**config.mk**
```make
export PLATFORM = sky130hd
export DESIGN_NAME = interval_overlap_matcher
export DESIGN_NICKNAME = d
export VERILOG_FILES = /design/src/iom_pkg.sv /design/src/interval_overlap_matcher.sv
export VERILOG_INCLUDE_DIRS = /design/src /design/src/src
export SDC_FILE = /design/constraint.sdc
export NUM_CORES = 2
export LEC_CHECK = 0
export BUFFER_PORTS_ARGS = -buffer_cell sky130_fd_sc_hd__buf_2
export CAP_MARGIN = 20
export CELL_PAD_IN_SITES_DETAIL_PLACEMENT = 1
export CELL_PAD_IN_SITES_GLOBAL_PLACEMENT = 2
export CORE_MARGIN = 2
export CORE_UTILIZATION = 47
export DETAILED_ROUTE_END_ITERATION = 7
export PLACE_DENSITY_LB_ADDON = 0.1
export SYNTH_ARGS = -nofsm -noshare
export SYNTH_HDL_FRONTEND = slang
export SYNTH_SLANG_ARGS = --single-unit
```
**constraint.sdc**
```tcl
create_clock -name i_clk -period 9.35 [get_ports i_clk]
set_clock_uncertainty 0.15 [all_clocks]
set_input_delay 1.4025 -clock i_clk [delete_from_list [all_inputs] [get_ports i_clk]]
set_output_delay 1.4025 -clock i_clk [all_outputs]
set_load 0.01 [all_outputs]
```
**src/interval_overlap_matcher_defines.svh**
```systemverilog
// Assertion macros for the interval overlap matcher.
// Expects a clock named i_clk and an active-low reset named i_rst_n in scope.
`ifndef INTERVAL_OVERLAP_MATCHER_DEFINES_SVH
`define INTERVAL_OVERLAP_MATCHER_DEFINES_SVH

// Condition and consequence in the same cycle.
`define IOM_ASSERT_SAME(label, ante, cons, msg) \
    label: assert property (@(posedge i_clk) disable iff (!i_rst_n) \
        (ante) |-> (cons)) else $error(msg);

// Consequence in the cycle after the condition.
`define IOM_ASSERT_NEXT(label, ante, cons, msg) \
    label: assert property (@(posedge i_clk) disable iff (!i_rst_n) \
        (ante) |=> (cons)) else $error(msg);

`endif

```
**src/iom_pkg.sv**
```systemverilog
// Shared widths and codes for the interval overlap matcher.
// No dependencies.
package iom_pkg;

    localparam int unsigned BOUND_W   = 32;
    localparam int unsigned IDX_W     = 31;
    localparam int unsigned SLOT_IN_W = 5;

    localparam logic KIND_LOAD  = 1'b0;
    localparam logic KIND_QUERY = 1'b1;

endpackage

```
**src/interval_overlap_matcher.sv**
```systemverilog
// Interval overlap matcher: reference table, slot scan sequencer and output register.
// Depends on iom_pkg and interval_overlap_matcher_defines.svh.
//
// Channel   Direction  Handshake          Payload
// input     in         i_valid / o_ready  i_kind, i_slot, i_low_bound, i_high_bound
// result    out        o_valid / i_ready  o_ref_index, o_end_marker
// config    in         i_cfg_we           i_cfg_data (index_base)
//
// A load produces no result.
// A query makes one read of the reference memory and one overlap compare per slot, then
// issues the end marker; o_ready stays low until the end marker is issued.
// A stalled result register holds the scan on a hit until the pending result is taken.
// Reset clears the sequencer, the output valid and index_base; the table is not cleared.

`include "interval_overlap_matcher_defines.svh"

module interval_overlap_matcher
    import iom_pkg::*;
#(
    parameter int unsigned REF_SLOTS = 32
) (
    input  logic                       i_clk,
    input  logic                       i_rst_n,
    input  logic                       i_valid,
    output logic                       o_ready,
    input  logic                       i_kind,
    input  logic [SLOT_IN_W-1:0]       i_slot,
    input  logic signed [BOUND_W-1:0]  i_low_bound,
    input  logic signed [BOUND_W-1:0]  i_high_bound,
    output logic                       o_valid,
    input  logic                       i_ready,
    output logic [IDX_W-1:0]           o_ref_index,
    output logic                       o_end_marker,
    input  logic                       i_cfg_we,
    input  logic [IDX_W-1:0]           i_cfg_data
);

    localparam int unsigned SLOT_W = (REF_SLOTS > 1) ? $clog2(REF_SLOTS) : 1;
    localparam int unsigned EXT_W  = 7;
    localparam logic [SLOT_W-1:0] LAST_SLOT = SLOT_W'(REF_SLOTS - 1);
    localparam logic [SLOT_W-1:0] ONE_SLOT  = SLOT_W'(1);
    localparam logic [EXT_W-1:0]  SLOT_LIM  = EXT_W'(REF_SLOTS);

    typedef enum logic [1:0] {
        S_IDLE,
        S_SCAN,
        S_END
    } t_state;

    t_state                     r_state, n_state;
    logic [SLOT_W-1:0]          r_cnt, n_cnt;
    logic signed [BOUND_W-1:0]  r_q_lo, n_q_lo;
    logic signed [BOUND_W-1:0]  r_q_hi, n_q_hi;
    logic                       r_out_valid, n_out_valid;
    logic [IDX_W-1:0]           r_out_idx, n_out_idx;
    logic                       r_out_end, n_out_end;
    logic [IDX_W-1:0]           r_index_base;

    logic [2*BOUND_W-1:0]       r_ref_mem [REF_SLOTS];
    logic [2*BOUND_W-1:0]       r_rd_data;

    logic                       w_in_xfer;
    logic                       w_out_busy;
    logic                       w_hit;
    logic                       w_rd_en;
    logic [SLOT_W-1:0]          w_rd_addr;
    logic [EXT_W-1:0]           w_slot_ext;
    logic                       w_wr_en;
    logic signed [BOUND_W-1:0]  w_ref_lo;
    logic signed [BOUND_W-1:0]  w_ref_hi;

    assign o_ready      = (r_state == S_IDLE);
    assign o_valid      = r_out_valid;
    assign o_ref_index  = r_out_idx;
    assign o_end_marker = r_out_end;

    assign w_in_xfer  = i_valid && o_ready;
    assign w_out_busy = r_out_valid && !i_ready;
    assign w_slot_ext = {2'b00, i_slot};
    assign w_wr_en    = w_in_xfer && (i_kind == KIND_LOAD) && (w_slot_ext < SLOT_LIM);

    assign w_ref_lo = r_rd_data[BOUND_W-1:0];
    assign w_ref_hi = r_rd_data[2*BOUND_W-1:BOUND_W];
    assign w_hit    = !((r_q_hi < w_ref_lo) || (w_ref_hi < r_q_lo));

    always_comb begin
        n_state     = r_state;
        n_cnt       = r_cnt;
        n_q_lo      = r_q_lo;
        n_q_hi      = r_q_hi;
        n_out_valid = w_out_busy;
        n_out_idx   = r_out_idx;
        n_out_end   = r_out_end;
        w_rd_en     = 1'b0;
        w_rd_addr   = '0;
        case (r_state)
            S_IDLE: begin
                if (w_in_xfer && (i_kind == KIND_QUERY)) begin
                    n_state = S_SCAN;
                    n_cnt   = '0;
                    n_q_lo  = i_low_bound;
                    n_q_hi  = i_high_bound;
                    w_rd_en = 1'b1;
                end
            end
            S_SCAN: begin
                if (!(w_hit && w_out_busy)) begin
                    if (w_hit) begin
                        n_out_valid = 1'b1;
                        n_out_idx   = IDX_W'(r_cnt) + r_index_base;
                        n_out_end   = 1'b0;
                    end
                    if (r_cnt == LAST_SLOT) begin
                        n_state = S_END;
                    end else begin
                        n_cnt     = r_cnt + ONE_SLOT;
                        w_rd_en   = 1'b1;
                        w_rd_addr = r_cnt + ONE_SLOT;
                    end
                end
            end
            S_END: begin
                if (!w_out_busy) begin
                    n_out_valid = 1'b1;
                    n_out_idx   = '0;
                    n_out_end   = 1'b1;
                    n_state     = S_IDLE;
                end
            end
            default: begin
                n_state = S_IDLE;
            end
        endcase
    end

    always_ff @(posedge i_clk) begin
        if (w_wr_en) begin
            r_ref_mem[w_slot_ext[SLOT_W-1:0]] <= {i_high_bound, i_low_bound};
        end
        if (w_rd_en) begin
            r_rd_data <= r_ref_mem[w_rd_addr];
        end
    end

    always_ff @(posedge i_clk) begin
        if (!i_rst_n) begin
            r_state      <= S_IDLE;
            r_cnt        <= '0;
            r_out_valid  <= 1'b0;
            r_index_base <= '0;
        end else begin
            r_state     <= n_state;
            r_cnt       <= n_cnt;
            r_out_valid <= n_out_valid;
            if (i_cfg_we) begin
                r_index_base <= i_cfg_data;
            end
        end
        r_q_lo    <= n_q_lo;
        r_q_hi    <= n_q_hi;
        r_out_idx <= n_out_idx;
        r_out_end <= n_out_end;
    end

    `IOM_ASSERT_SAME(a_marker_zero, o_valid && o_end_marker, o_ref_index == '0,
        "End marker carries a nonzero index.")
    `IOM_ASSERT_SAME(a_cnt_range, r_state == S_SCAN, r_cnt <= LAST_SLOT,
        "Scan counter left the slot range.")
    `IOM_ASSERT_NEXT(a_query_start, w_in_xfer && (i_kind == KIND_QUERY),
        (r_state == S_SCAN) && (r_cnt == '0), "Query transfer did not start a scan.")
    `IOM_ASSERT_NEXT(a_end_done, (r_state == S_END) && !w_out_busy,
        (r_state == S_IDLE) && o_valid && o_end_marker, "End marker was not issued.")
    `IOM_ASSERT_NEXT(a_stall_hold, (r_state == S_SCAN) && w_hit && w_out_busy,
        $stable(r_cnt) && (r_state == S_SCAN), "Scan advanced past a stalled hit.")

endmodule

```
==> results.toml <==
[status]
outcome = "finished, final reports clean"

[sta]
finalHoldWorstSlack_ps = 379
period_minus_slack_ps = 5740
tightest_slew_ps = 1170
rsz0062_at_grt = "false"
slew_viol_final = 0
layout_worst_path_cycle_share = 0.614
setup_viol = 0
timing.fmax_ghz = 0.174
hold_viol_final = 0
final.setup.tns_ps = 0
slew_headroom = 0.221
worst_slack_ps = 3610

[logic_synthesis]
avgSynthCellArea_um2 = 15.7
ys_ff_latch = 2247
synth-edff-count = 2208
synth_top_area_share = 0.743
netlist_area_um2 = 89200
netlist_top_cells_area = "edfxtp_1, a222oi_1, mux2i_1"
ys_warn_count = 0
syn_nets = 5856
yosysUniqueCellTypes = 74
synthArstFlopShare = 0
yosysTopAreaCell = "edfxtp_1"
netlist_instances = 5677
ys_seq_area_frac = 0.752
dominantRegCellSynth = "edfxtp_1"

[pwr]
swShare = 0.288
combPwrFrac = 0.167
p_per_area_nw_per_um2 = 245
power_mw = 24.5
p_leak_nw = 31.7
p_clk_frac = 0.356
seqPwrFrac = 0.477
peakVddDrop_mv = 0.205
intPower_mw = 17.5
p_switching_mw = 7.07

[placed_design]
dp_cells = 8058
port_buffers = 139
placed_cell_area_um2 = 93200
pre_cts_ws_ps = 3730
place.gp.congestion = 0.849
hpwlAfterDp_mm = 159

[floorplan]
die_y_um = 440
die-area_um2 = 193000
die_w_um = 440
num_rows = 159
ios = 140
start_util = 0.474
core_region_area_um2 = 188000

[job]
maxCapViolations = 0

[clock_network]
path_clk_slew_ps = 60
clk_latency_ps = 880
cts_buffer_depth = 3
cts_tree = "built"
root_buffer = "clkbuf_16"
postCtsSetupRepairBufs = 0
cts-buffers-inserted = 231
cts_sinks = 2247
hold_buffers = 0
postCtsResizedCells = 0
cts_max_level = 4

[grt]
gr-total-overflow = 0
antenna_found_initial = 19
gr-usage-all-layers = 0.310
grt_pass1_vias = 56100
grt_max_degree = 129
grt_pass1_wl_mm = 425

[critical_path]
rrSetupSlack_ps = 3610
worst-path-stages = 14
worstSetupPathType = "reg2reg"
crit_family = "simple AND/OR/NAND/NOR gates"
cp_num_buf_inv = 3
cp.arrival_ps = 6320
setup.worst_path.start_class = "flip-flop"
r2r_start = "r_cnt[0]"
r2r_end = "r_rd_data[38]"
reg2reg_depth = 14
slowest_stage = "nor2_4"
crit_chain = "ha_4, and3_1, ha_1, nor2b_1, buf_4, nand2_4, nor2_4, nor2_1, a21oi_4, buf_4, buf_4, a222oi_1, a311oi_1, o22a_1"
critical_path.most_common_cell = "buf_4"
crit_path_end_kind = "flip-flop"
cp.required_ps = 9940
cp-endpoint = "r_rd_data[38]"
crit_start = "r_cnt[0]"
slowest_delay_ps = 930
crit_fanout = 34

[layout]
fin_cells = 8484
fillCellCount = 17600
stdcell_area_um2 = 100000
regArea_um2 = 67100
mostFrequentLayoutCells = "edfxtp_1, nand2_1, o21ai_0"
multi_input_area_um2 = 20500
postLayoutCoreUtil = 0.533
final_common_cell = "edfxtp_1"
drive_gt1_frac = 0.139
final_nets = 5977
area_growth_pct = 12.4

[route]
ant_nets = 0
routed_wl_mm = 302
wl_per_cell_um = 35.6
drt-vias-per-instance = 6.55
drc = 0
wl_met1_mm = 124
wl_met2_mm = 140
drt_first_pass_iters = 8
vias = 55600
wl_met3_mm = 30.7
drtIter0Drc = 8575
routed.top_layer = "met5"

[min_path]
min_path_type = "reg2reg"
==> how the worst min path moves through the flow <==
stage / start / to / slack, ps / cells after the start
floorplan: r_index_base[0] / r_index_base[0] / 340 / 2
global placement: r_index_base[4] / r_index_base[4] / 360 / 2
detailed placement: r_index_base[4] / r_index_base[4] / 370 / 2
CTS: r_index_base[4] / r_index_base[4] / 390 / 2
global route: r_index_base[2] / r_index_base[2] / 420 / 2
finish: r_index_base[4] / r_index_base[4] / 380 / 2
==> kinds of logic after synthesis <==
| kind of cell | count (synthesis) | share of synthesized area |
|---|---|---|
| simple gates | 1133 | 0.0605 |
| compound gates | 1379 | 0.118 |
| xor+xnor | 27 | 0.00265 |
| fa+ha+maj | 73 | 0.0103 |
| flops | 2247 | 0.752 |
| buf+inv | 527 | 0.0232 |
| mux | 291 | 0.0336 |
==> layout make-up <==
type	instances	share of cell area
antenna	6	0.000150
clock buffer	289	0.0607
clock inverter	129	0.00937
inverter	139	0.00525
multi-input combinational	2903	0.205
sequential	2247	0.669
tap	2495	0.0311
timing repair buffer	276	0.0198
==> flip-flops by register name, summed over array words and instances, names as in the netlist <==
| register | cells |
|---|---|
| r_rd_data | 64 |
| r_state | 2 |
| o_valid | 1 |
| r_index_base | 31 |
| r_ref_mem | 2048 |
| r_q_lo | 32 |
| o_end_marker | 1 |
| r_cnt | 5 |
| o_ref_index | 31 |
| r_q_hi | 32 |
==> power by group through the flow <==
stage               Clock (mW)  Combinational [mW]  Sequential, mW
CTS                       8.82                4.03            11.7
global placement             0                3.94            11.9
finish                    8.73                4.09            11.7
detailed placement           0                4.01            11.9
floorplan                    0                2.26            11.8
global route              9.16                4.32            11.7
==> Yosys cell counts, types with 4 or more instances <==
library cell / n
ha_1: 72
nand4_1: 15
a31oi_1: 6
mux2_2: 64
xor2_1: 22
dfxtp_1: 39
buf_2: 27
nand2_2: 60
nor2_1: 277
clkbuf_1: 329
nor2b_1: 45
a222oi_1: 253
mux2i_1: 227
nand3b_1: 4
a21boi_0: 5
nand3_1: 81
and3b_1: 62
nor3_1: 8
a2bb2oi_1: 64
buf_6: 7
a21oi_1: 284
nand2_1: 429
inv_1: 138
nand2b_1: 132
edfxtp_1: 2208
a311oi_1: 66
buf_1: 24
a221oi_1: 66
o22a_1: 126
a311oi_2: 60
a21o_1: 5
or3_1: 5
xnor2_1: 5
and3_1: 5
o32a_1: 63
o21ai_0: 339
==> worst min-delay path: stages (launching register included) <==
cell,delay (ps)
dfxtp_1,330
mux2i_1,70
nor2b_1,100
==> metal layers <==
metal | global-route usage | vias to the layer above
li1 | - | 22800
met1 | 0.439 | 29300
met5 | 0 | -
met4 | 0.0868 | 4
met3 | 0.0606 | 477
met2 | 0.490 | 3059
Power figures use the tool's default switching activity.
